File: src/hw/rtl/xfis_pkg.sv
package xfis_pkg;

    localparam int WIN_BYTES = 15;
    localparam int LEN_W     = 4;
    localparam int CFG_IDX_W = 2;

    localparam logic [LEN_W-1:0] LEN_MAX  = LEN_W'(WIN_BYTES);
    localparam logic [LEN_W-1:0] LAST_IDX = LEN_W'(WIN_BYTES - 1);

    localparam logic [CFG_IDX_W-1:0] CFG_HANDLER_ACTIVE = 2'd0;
    localparam logic [CFG_IDX_W-1:0] CFG_REGION_BASE    = 2'd1;
    localparam logic [CFG_IDX_W-1:0] CFG_REGION_END     = 2'd2;

    localparam logic [7:0] OP_ESCAPE = 8'h0F;
    localparam logic [7:0] REX_LO    = 8'h40;
    localparam logic [7:0] REX_HI    = 8'h4F;

    localparam logic [1:0] MOD_REG  = 2'd3;
    localparam logic [1:0] MOD_IND  = 2'd0;
    localparam logic [1:0] MOD_D8   = 2'd1;
    localparam logic [1:0] MOD_D32  = 2'd2;
    localparam logic [2:0] RM_SIB   = 3'd4;
    localparam logic [2:0] RM_DISP  = 3'd5;

    typedef logic [WIN_BYTES-1:0][7:0] t_window;

    typedef struct packed {
        logic [63:0] fault_pc;
        logic        is_access_violation;
        logic [63:0] code_bytes_lo;
        logic [55:0] code_bytes_hi;
    } t_in_word;

    typedef struct packed {
        logic             handled;
        logic [LEN_W-1:0] instr_length;
        logic [63:0]      next_pc;
    } t_out_word;

    typedef struct packed {
        logic             done;
        logic [LEN_W-1:0] len;
    } t_dec_stat;

    function automatic logic is_legacy_prefix(input logic [7:0] b);
        logic r;
        case (b) inside
            8'h66, 8'h67, 8'hF2, 8'hF3, 8'h2E, 8'h3E,
            8'h26, 8'h36, 8'h64, 8'h65, 8'hF0: r = 1'b1;
            default:                            r = 1'b0;
        endcase
        return r;
    endfunction

    // one-byte opcodes that carry a ModRM byte (partial map)
    function automatic logic modrm_follows(input logic [7:0] op);
        logic r;
        case (op) inside
            [8'h80:8'h8F], [8'hD8:8'hDF], [8'hD0:8'hD3],
            8'h63, 8'h69, 8'h6B, 8'hC0, 8'hC1, 8'hC6, 8'hC7,
            8'hF6, 8'hF7, 8'hFE, 8'hFF:                  r = 1'b1;
            default: r = (op[7:6] == 2'b00) && (op[2:0] < 3'd6);
        endcase
        return r;
    endfunction

    function automatic logic [2:0] imm_bytes(input logic [7:0] op);
        logic [2:0] r;
        case (op) inside
            8'h80, 8'h82, 8'h83, 8'hC0, 8'hC1, 8'h6B, 8'hC6: r = 3'd1;
            8'h81, 8'h69, 8'hC7:                             r = 3'd4;
            default:                                         r = 3'd0;
        endcase
        return r;
    endfunction

endpackage

File: src/hw/rtl/xfis_len_seq.sv
module xfis_len_seq (
    input  logic              i_clk,
    input  logic              i_rst_n,
    input  logic              i_start,
    input  xfis_pkg::t_window i_win,
    output xfis_pkg::t_dec_stat o_stat
);
    import xfis_pkg::*;

    localparam logic [2:0] S_IDLE  = 3'd0;
    localparam logic [2:0] S_PFX   = 3'd1;
    localparam logic [2:0] S_REX   = 3'd2;
    localparam logic [2:0] S_OP    = 3'd3;
    localparam logic [2:0] S_MODRM = 3'd4;
    localparam logic [2:0] S_SIB   = 3'd5;
    localparam logic [2:0] S_TAIL  = 3'd6;
    localparam logic [2:0] S_DONE  = 3'd7;

    logic [2:0]       r_state, n_state;
    logic [LEN_W-1:0] r_n, n_n;
    logic [1:0]       r_mod, n_mod;
    logic [2:0]       r_rm, n_rm;
    logic [2:0]       r_imm, n_imm;

    logic [7:0]       w_byte;
    logic [3:0]       w_inc;
    logic [3:0]       w_disp;
    logic [LEN_W:0]   w_sum;
    logic [LEN_W-1:0] w_n_add;
    logic             w_pfx;

    // byte under the pointer; past the window reads as zero
    assign w_byte = (r_n != LEN_MAX) ? i_win[r_n] : 8'h00;
    assign w_pfx  = is_legacy_prefix(w_byte);

    always_comb begin
        if (r_mod == MOD_IND && r_rm == RM_DISP) begin
            w_disp = 4'd4;
        end else if (r_mod == MOD_D8) begin
            w_disp = 4'd1;
        end else if (r_mod == MOD_D32) begin
            w_disp = 4'd4;
        end else begin
            w_disp = 4'd0;
        end
    end

    // increment for the shared pointer adder
    always_comb begin
        unique case (r_state)
            S_PFX:   w_inc = w_pfx ? 4'd1 : 4'd0;
            S_REX:   w_inc = (w_byte >= REX_LO && w_byte <= REX_HI) ? 4'd1 : 4'd0;
            S_OP:    w_inc = (w_byte == OP_ESCAPE) ? 4'd2 : 4'd1;
            S_MODRM: w_inc = 4'd1;
            S_SIB:   w_inc = (r_mod == MOD_IND && w_byte[2:0] == RM_DISP) ? 4'd5 : 4'd1;
            S_TAIL:  w_inc = w_disp + {1'b0, r_imm};
            default: w_inc = 4'd0;
        endcase
    end

    // saturates at the window size; any larger length clamps there anyway
    assign w_sum   = {1'b0, r_n} + {1'b0, w_inc};
    assign w_n_add = w_sum[LEN_W] ? LEN_MAX : w_sum[LEN_W-1:0];

    always_comb begin
        n_state = r_state;
        n_n     = w_n_add;
        n_mod   = r_mod;
        n_rm    = r_rm;
        n_imm   = r_imm;
        unique case (r_state)
            S_IDLE: begin
                n_n = '0;
                if (i_start) begin
                    n_state = S_PFX;
                    n_mod   = MOD_REG;
                    n_rm    = '0;
                    n_imm   = '0;
                end
            end
            S_PFX: begin
                if (!w_pfx) begin
                    n_state = S_REX;
                end else if (r_n == LAST_IDX) begin
                    n_state = S_DONE;
                end
            end
            S_REX: n_state = S_OP;
            S_OP: begin
                if (w_byte == OP_ESCAPE) begin
                    n_imm   = '0;
                    n_state = S_MODRM;
                end else begin
                    n_imm   = imm_bytes(w_byte);
                    n_state = modrm_follows(w_byte) ? S_MODRM : S_TAIL;
                end
            end
            S_MODRM: begin
                n_mod = w_byte[7:6];
                n_rm  = w_byte[2:0];
                if (w_byte[7:6] != MOD_REG && w_byte[2:0] == RM_SIB) begin
                    n_state = S_SIB;
                end else begin
                    n_state = S_TAIL;
                end
            end
            S_SIB:  n_state = S_TAIL;
            S_TAIL: n_state = S_DONE;
            S_DONE: begin
                n_n     = r_n;
                n_state = S_IDLE;
            end
            default: n_state = S_IDLE;
        endcase
    end

    always_ff @(posedge i_clk) begin
        if (!i_rst_n) begin
            r_state <= S_IDLE;
        end else begin
            r_state <= n_state;
        end
        r_n   <= n_n;
        r_mod <= n_mod;
        r_rm  <= n_rm;
        r_imm <= n_imm;
    end

    assign o_stat.done = (r_state == S_DONE);
    assign o_stat.len  = r_n;

endmodule

File: src/hw/rtl/x64_fault_instruction_skip_unit.sv
// Fault instruction skip unit.
// Input channel (i_in_valid / o_in_ready, i_in_word): one fault word with the
// faulting pc, the access-violation flag and 15 instruction bytes.
// Output channel (o_out_valid / i_out_ready, o_out_word): handled flag,
// instruction length (0 when not handled) and next pc = pc + length.
// Config channel (i_cfg_valid / o_cfg_ready): index 0 handler enable,
// 1 region base, 2 region end (exclusive); always ready.
// A fault is handled when enabled, an access violation and base <= pc < end.
// An accepted word passes a check state, then the length decode when it is
// handled, then a finish state that loads the output register. The length
// sequencer walks prefixes, REX, opcode, ModRM, SIB and the displacement and
// immediate through a single pointer adder, so one word is in work at a time:
// o_in_ready is high only while idle. The result sits in an output register;
// a stalled receiver holds it there and the next word may be accepted and
// decoded meanwhile, finishing once the register is free.
// Reset (synchronous, active low) clears the config registers to zero and
// drops all valids.
module x64_fault_instruction_skip_unit (
    input  logic                               i_clk,
    input  logic                               i_rst_n,
    input  logic                               i_in_valid,
    output logic                               o_in_ready,
    input  xfis_pkg::t_in_word                 i_in_word,
    output logic                               o_out_valid,
    input  logic                               i_out_ready,
    output xfis_pkg::t_out_word                o_out_word,
    input  logic                               i_cfg_valid,
    output logic                               o_cfg_ready,
    input  logic [xfis_pkg::CFG_IDX_W-1:0]     i_cfg_index,
    input  logic [63:0]                        i_cfg_data
);
    import xfis_pkg::*;

    localparam logic [1:0] T_IDLE   = 2'd0;
    localparam logic [1:0] T_CHECK  = 2'd1;
    localparam logic [1:0] T_DECODE = 2'd2;
    localparam logic [1:0] T_FINISH = 2'd3;

    logic [1:0]       r_state, n_state;
    logic             r_active;
    logic [63:0]      r_base, r_end;
    logic [63:0]      r_pc;
    logic             r_av;
    t_window          r_win;
    logic             r_ok;
    logic [LEN_W-1:0] r_len;
    logic             r_out_valid;
    t_out_word        r_out;

    logic             w_ok, w_start, w_slot_free, w_in_take;
    t_dec_stat        w_dec;

    assign o_cfg_ready = 1'b1;
    assign o_in_ready  = (r_state == T_IDLE);
    assign w_in_take   = i_in_valid && o_in_ready;
    assign w_slot_free = !r_out_valid || i_out_ready;

    assign w_ok    = r_active && r_av && (r_pc >= r_base) && (r_pc < r_end);
    assign w_start = (r_state == T_CHECK) && w_ok;

    xfis_len_seq u_len (
        .i_clk   (i_clk),
        .i_rst_n (i_rst_n),
        .i_start (w_start),
        .i_win   (r_win),
        .o_stat  (w_dec)
    );

    always_comb begin
        n_state = r_state;
        unique case (r_state)
            T_IDLE:   if (w_in_take) n_state = T_CHECK;
            T_CHECK:  n_state = w_ok ? T_DECODE : T_FINISH;
            T_DECODE: if (w_dec.done) n_state = T_FINISH;
            T_FINISH: if (w_slot_free) n_state = T_IDLE;
            default:  n_state = T_IDLE;
        endcase
    end

    always_ff @(posedge i_clk) begin
        if (!i_rst_n) begin
            r_state     <= T_IDLE;
            r_out_valid <= 1'b0;
            r_active    <= 1'b0;
            r_base      <= '0;
            r_end       <= '0;
        end else begin
            r_state <= n_state;
            if (i_cfg_valid && o_cfg_ready) begin
                unique case (i_cfg_index)
                    CFG_HANDLER_ACTIVE: r_active <= i_cfg_data[0];
                    CFG_REGION_BASE:    r_base   <= i_cfg_data;
                    CFG_REGION_END:     r_end    <= i_cfg_data;
                    default: ;
                endcase
            end
            if (r_state == T_FINISH && w_slot_free) begin
                r_out_valid <= 1'b1;
            end else if (i_out_ready) begin
                r_out_valid <= 1'b0;
            end
        end

        if (w_in_take) begin
            r_pc  <= i_in_word.fault_pc;
            r_av  <= i_in_word.is_access_violation;
            r_win <= {i_in_word.code_bytes_hi, i_in_word.code_bytes_lo};
        end
        if (r_state == T_CHECK) begin
            r_ok  <= w_ok;
            r_len <= '0;
        end
        if (r_state == T_DECODE && w_dec.done) begin
            r_len <= w_dec.len;
        end
        if (r_state == T_FINISH && w_slot_free) begin
            r_out.handled      <= r_ok;
            r_out.instr_length <= r_len;
            r_out.next_pc      <= r_pc + {{(64-LEN_W){1'b0}}, r_len};
        end
    end

    assign o_out_valid = r_out_valid;
    assign o_out_word  = r_out;

endmodule

File: config.mk
export PLATFORM = sky130hd
export DESIGN_NAME = x64_fault_instruction_skip_unit
export DESIGN_NICKNAME = d
export VERILOG_FILES = /design/src/hw/rtl/xfis_pkg.sv /design/src/hw/rtl/xfis_len_seq.sv /design/src/hw/rtl/x64_fault_instruction_skip_unit.sv
export SDC_FILE = /design/constraint.sdc
export NUM_CORES = 1
export LEC_CHECK = 0
export CAP_MARGIN = 10
export CORE_AREA = 2 2 146 255
export CTS_BUF_LIST = sky130_fd_sc_hd__clkbuf_4
export DETAILED_ROUTE_END_ITERATION = 8
export DIE_AREA = 0 0 148 257
export DONT_BUFFER_PORTS = 1
export HOLD_SLACK_MARGIN = 0.08
export PLACE_DENSITY = 0.72
export SLEW_MARGIN = 10
export SYNTH_ARGS = -nofsm -noshare
export SYNTH_HDL_FRONTEND = slang
export SYNTH_SLANG_ARGS = --single-unit
export TNS_END_PERCENT = 5
File: constraint.sdc
create_clock -name i_clk -period 4.93 [get_ports i_clk]
set_clock_uncertainty 0.05 [all_clocks]
set_input_delay 0.2465 -clock i_clk [delete_from_list [all_inputs] [get_ports i_clk]]
set_output_delay 0.2465 -clock i_clk [all_outputs]
set_load 0.02 [all_outputs]
Word-level counts from Yosys, hierarchy flattened

Index checks and enable logic that the tools add are counted.
W data, S select, Z words.

Mux-type cells: 41
Reductions and logical operators: 37
Add/sub/neg operators: 3
Equal/unequal tests: 52
Order comparisons: 12

Operator list:

| cell                 | count |
|---|---|
| $eq A8 B8 Y1 const B | 15 |
| $add A64 B4 Y64      | 1 |
| $ge A64 B64 Y1       | 1 |
| $lt A64 B64 Y1       | 1 |
| $eq A8 B7 Y1 const B | 7 |
| $mux W3              | 12 |
| $bmux W8 S4          | 1 |
| $eq A8 B6 Y1 const B | 4 |
| $ge A8 B8 Y1 const B | 3 |
| $le A8 B8 Y1 const B | 3 |
| $pmux W3 S8          | 1 |
| $pmux W4 S6          | 1 |
| $eq A3 B3 Y1 const B | 7 |
| $mux W8              | 2 |
| $logic_and A1 B1 Y1  | 15 |
| $mux W2              | 7 |
| $reduce_or A14 Y1    | 1 |
| $mux W4              | 3 |
| $pmux W3 S2          | 2 |
| $reduce_and A2 Y1    | 6 |
| $reduce_or A11 Y1    | 1 |
| $mux W1              | 9 |
| $eq A2 B2 Y1 const B | 4 |
| $eq A8 B4 Y1 const B | 1 |
| 25 further kinds     | 37 |

Output and inout port bits: 72
Bits in registers: 406
Logic and storage cells: 177
Input port bits: 256

Depth between registers and ports, before layout

Word-level depth: 12
Gate-level depth with buffers: 19
Mapped depth without buffers: 15

Cells and area by module

A second synthesis with hierarchy kept.

Cell total of the unflattened synthesis: 1756
Area total of the unflattened synthesis: 19570.0 sq um

By module, submodules not included:

| module                          | area an instance (sq um) | sequential area each (sq um) | cells an instance | times used |
|---|---|---|---|---|
| x64_fault_instruction_skip_unit | 17281.6                  | 10420.0                      | 1497              | 1 |
| xfis_len_seq                    | 2288.4                   | 390.4                        | 259               | 1 |

Worst setup path before layout

OpenSTA, ideal clock, no wires.

Path kind: flip-flop to flip-flop
From: register r_state[0]
To: register r_av (enable)
Setup time: 0.567 ns
Period minus slack after synthesis: 5.629 ns
Required time: 4.313 ns
Stages on the path, launching flop included: 4
Buffers on the path: 0
Setup slack: -0.699 ns
Arrival time: 5.012 ns
Cells stage by stage: dfxtp_1 -> inv_1 -> ha_1 -> and2_1

Word-level cells in the longest chain between the ends: 2

RTL lines:

| item                   | RTL line                               | text |
|---|---|---|
| start, declared        | x64_fault_instruction_skip_unit.sv:39  | `logic [1:0] r_state, n_state;` |
| start signal, assigned | x64_fault_instruction_skip_unit.sv:88  | `r_state <= n_state;` |
| $logic_not A2 Y1       | x64_fault_instruction_skip_unit.sv:54  | `assign o_in_ready = (r_state == T_IDLE);` |
| named net o_in_ready   | x64_fault_instruction_skip_unit.sv:22  | `output logic o_in_ready,` |
| $logic_and A1 B1 Y1    | x64_fault_instruction_skip_unit.sv:55  | `assign w_in_take = i_in_valid && o_in_ready;` |
| named net w_in_take    | x64_fault_instruction_skip_unit.sv:50  | `logic w_ok, w_start, w_slot_free, w_in_take;` |
| end signal, assigned   | x64_fault_instruction_skip_unit.sv:106 | `r_av <= i_in_word.is_access_violation;` |
| end, declared          | x64_fault_instruction_skip_unit.sv:43  | `logic r_av;` |

The timed path passes the listed nets, and every way through them passes these cells.
A chain may end at the register's enable or synchronous reset.

Final worst setup path

From: register u_len.r_n[0]
To: register u_len.r_n[1] (data pin)

Word-level cells in the longest chain between the ends: 11
Elaborated cells on any way between the ends: 31
Those cells by class: add/sub (1); order compare (2); eq/ne (14); mux (11); reduce/logical (3)

RTL lines:

| item                                       | RTL line            | text |
|---|---|---|
| start, declared                            | xfis_len_seq.sv:20  | `logic [LEN_W-1:0] r_n, n_n;` |
| start signal, assigned                     | xfis_len_seq.sv:123 | `r_n <= n_n;` |
| $bmux W8 S4                                | xfis_len_seq.sv:33  | `assign w_byte = (r_n != LEN_MAX) ? i_win[r_n] : 8'h00;` |
| $mux W8 (not written as such)              | xfis_len_seq.sv:33  |  |
| $mux W8                                    | xfis_len_seq.sv:33  |  |
| $eq A8 B8 Y1, or another cell as far along | xfis_len_seq.sv:34  | `assign w_pfx = is_legacy_prefix(w_byte);` |
| $reduce_or A11 Y1                          | xfis_pkg.sv:47      | `case (b) inside` |
| $mux W1                                    | xfis_pkg.sv:47      |  |
| $mux W1                                    | xfis_len_seq.sv:51  | `S_PFX: w_inc = w_pfx ? 4'd1 : 4'd0;` |
| $pmux W4 S6                                | xfis_len_seq.sv:50  | `unique case (r_state)` |
| $add A4 B4 Y5 *                            | xfis_len_seq.sv:62  | `assign w_sum = {1'b0, r_n} + {1'b0, w_inc};` |
| $mux W4 *                                  | xfis_len_seq.sv:63  | `assign w_n_add = w_sum[LEN_W] ? LEN_MAX : w_sum[LEN_W-1:0];` |
| $pmux W4 S2 *                              | xfis_len_seq.sv:71  | `unique case (r_state)` |

Every way passes the cells marked *; elsewhere a longest branch is shown, timed or not. The select of a mux whose other input is x is not followed.

==> results by group <==
Run status
  • Outcome: complete, no violations

Detailed routing
  • DRC violations left: 0
  • Vias: 15600
  • Initial DRC count: about 820
  • Post-route antenna net violation count: 0
  • WL per Instance: 20.9 um
  • Final wirelength: 58300 um
  • Routed vias/inst: 5.57
  • Drt pass-1 iters: 5

GRT
  • Initial antenna violation count: 6
  • Vias in the first global route: between 15000 and 20000
  • GRT Overall Usage: a little under a third
  • Gr ovfl total: 0
  • First-pass GRT wire length: ~90000 um
  • Pin count of the biggest net entering global routing: 137

Timing
  • RSZ-0062 raised after global routing: no
  • Final setup TNS: 0 ns
  • Least-Margin Pin Slew: 1.08 ns
  • F_max: ~220 MHz
  • Final worst-path cycle share: 92.4%
  • Min cycle time layout: around 4.6 ns
  • Fin. Hold Viols: 0
  • Relative slew margins: 28.0%
  • Final Setup Violations: 0
  • Fin worst setup slack: 0.373 ns
  • Final Max Tran Viols: 0

Setup path
  • Worst Path Arrival: slightly above 5 ns
  • Reg2Reg Depth: 17
  • Worst Setup End Kind: register
  • CP Class: reg -> reg
  • Critical R2R Launch: u_len.r_n[0]
  • WP data required: 5.51 ns
  • Reg2reg setup slack: 0.37 ns
  • Critical path fanouts, max: 8
  • Worst Setup Start Kind: register
  • Reg2reg end: u_len.r_n[1]

Power
  • Sequential power share: ~50%
  • Pwr/cell area: 373 nW/um2
  • Max IR drop VDD: 0.348 mV
  • Cell-internal power: 6.68 mW
  • Sw frac: 30.8%
  • Leakage: around 9.4 nW
  • NetSw: roughly 3 mW
  • Clock power share: 30.1%
  • Design Power: 9.65 mW
  • Gate power share: between 20 and 25%

Cells and area
  • Sequential cell area: 10800 um2
  • Area added between synthesis and finish: 32.7%
  • Fillers: 2421
  • Nets: 2642
  • Final core occ: 72.1%
  • Multi-input gate area: 7870 um2
  • Fraction of layout cells with a size suffix above 1: approximately a tenth

Logic synthesis
  • Library cells used by synthesis: 80
  • Netlist Area Pre-Place: slightly below 20000 um2
  • Syn avg cell area: approximately 11 um2
  • Cell taking the most area after synthesis: edfxtp_1
  • Post-synth top area share: 41.6%
  • Synth cell count leaders: nand2_1 (327), edfxtp_1 (270), inv_1 (145), ha_1 (141), dfxtp_1 (135)
  • Post-synth net total: 2136
  • Sequential area share after synthesis: 55.4%
  • Synth area leaders: edfxtp_1 (42%), dfxtp_1 (14%), ha_1 (9.0%)
  • Cells after Synth: 1737
  • Main synth FF type: edfxtp_1
  • Most frequent cell after synthesis: nand2_1
  • Synth Register Bits: 405
  • Async SR Flop Fraction: 0%
  • Number of flops mapped to enable cells by yosys: 270
  • Warnings from Yosys: 0

Clock network
  • Deepest clock path buffer count: 3
  • CTS H-tree lvls: 3
  • CTS Buf Count: 93
  • CTS tree: yes
  • Root buffer cell: clkbuf_4
  • Clk_lat worst skew: 0.80 ns
  • Clk slew on worst S/H paths: approximately 0.070 ns
  • Clk sinks: between 400 and 500

Place
  • Routability cong.: 0.957
  • Sum of net half-perimeters after detailed placement: 35900 um
  • Post-place setup slack: 0.402 ns
  • Port bufs: 0

Floorplanning
  • Die Span Y: 257 um
  • Starting density of the core: 54.3%
  • Core ar.: roughly 36000 um2
  • Die width: 148 um
  • Die area: ~38000 um2
  • I/O pins: 328
  • FP Rows: 92

Worst hold path
  • Class of the tightest hold or removal check: in -> reg
  • Worst Min Path Start: i_cfg_index[0]
  • Hold path depth: 4
  • Hold endpoint: r_base[2]

Job
  • Max cap viols: 0
[area by class of cell]
class / count / area share, %
diodes: 6 / 0.0580
clock buffers: 140 / 4.06
clock inverters: 32 / 0.909
inverters: 147 / 2.13
multi-input cells: 1119 / 30.4
flip-flops and latches: 405 / 41.8
well taps: 470 / 2.27
repair buffers: 477 / 18.4
[power groups by stage]
stage / clock (mW) / combinational (mW) / sequential [mW]
6_report: 2.91 / 1.95 / 4.79
3_3_place_gp: 0 / 1.50 / 4.82
5_1_grt: 3.13 / 2.15 / 4.83
4_1_cts: 2.90 / 1.89 / 4.76
3_5_place_dp: 0 / 1.57 / 4.84
2_1_floorplan: 0 / 1.15 / 4.71
[worst max-delay path by stage]
stage / startpoint / to / slack, ns / depth (start not counted)
final: u_len.r_n[0] / u_len.r_n[1] / 0.37 / 17
after global routing: u_len.r_n[2] / u_len.r_n[3] / 0.09 / 16
after CTS: u_len.r_n[0] / u_len.r_n[1] / 0.38 / 16
after detailed placement: u_len.r_n[0] / u_len.r_n[1] / 0.40 / 16
after global placement: u_len.r_n[0] / u_len.r_n[0] / 0.47 / 16
after floorplan: r_state[0] / o_out_word[0] / 0.72 / 2
[critical path: stages (launching register included)]
cell	delay (ns)
edfxtp_1	0.34
buf_4	0.20
buf_4	0.21
mux4_2	0.53
mux2i_1	0.47
and2_1	0.25
or2_1	0.14
nand4b_1	0.17
o21ai_0	0.27
a311oi_1	0.15
o221ai_1	0.32
ha_1	0.25
inv_1	0.07
fa_1	0.44
inv_1	0.09
a21o_1	0.13
a21oi_1	0.13
a21oi_1	0.18
[through the flow]
stage	std cells	hold slack [ns]	cell area, um2
detailed placement	2159	0.295	20000
CTS	2787	0.0811	25800
global placement	2159	0.295	20000
finish	2796	0.143	25900
global route	2796	0.121	25900
floorplan	1737	0.295	19500
[routing by layer]
layer | track usage [%] | wire length [um]
met1 | 30.8 | 19600
met2 | 56.9 | 31300
met3 | 5.57 | 3660
met4 | 19.8 | 3760
met5 | 0 | 0
[placed cells by master (no fill, tap or decap), types with 15 or more instances in the layout]
| cell | instances |
|---|---|
| xnor2_1 | 49 |
| clkbuf_4 | 140 |
| a21oi_1 | 57 |
| ha_1 | 141 |
| inv_1 | 145 |
| and3_1 | 19 |
| edfxtp_1 | 270 |
| mux4_2 | 17 |
| dfxtp_1 | 135 |
| xor2_1 | 15 |
| a21boi_0 | 128 |
| dlygate4sd3_1 | 455 |
| a21o_1 | 18 |
| nor2_1 | 38 |
| mux2i_1 | 26 |
| o21ai_0 | 33 |
| clkinv_1 | 19 |
| nand3_1 | 41 |
| nand4_1 | 30 |
| nand2_1 | 327 |
| buf_4 | 19 |
[sequential cells by signal (all words and copies together), names as in the netlist]
register	flops
u_len.r_imm	2
r_len	4
u_len.r_rm	3
u_len.r_state	3
u_len.r_n	4
r_end	64
r_base	64
o_out_valid	1
r_win	120
r_active	1
r_ok	1
r_state	2
u_len.r_mod	2
r_av	1
r_pc	64
o_out_word	69
[cells by family (layout without fill, tap and decap cells)]
| kind of cell | Yosys count | in the layout | share of synthesized area, % |
|---|---|---|---|
| xor+xnor | 64 | 64 | 2.87 |
| mux | 49 | 49 | 3.82 |
| compound gates | 310 | 310 | 11.1 |
| flops | 405 | 405 | 55.4 |
| buf+inv | 213 | 796 | 4.37 |
| simple gates | 552 | 552 | 13.2 |
| fa+ha+maj | 143 | 143 | 9.25 |
| other cells | 1 | 7 | 0.0192 |
[timing repair]
| item | CTS | global route |
|---|---|---|
| setup endpoints to repair | 0 | 4 |
| gates resized for setup | 0 | 1 |
| endpoints found under the hold margin | 352 | 0 |
| setup buffers | 0 | 3 |
| hold buffers | 456 | 0 |
(Power assumes the default switching activity.)
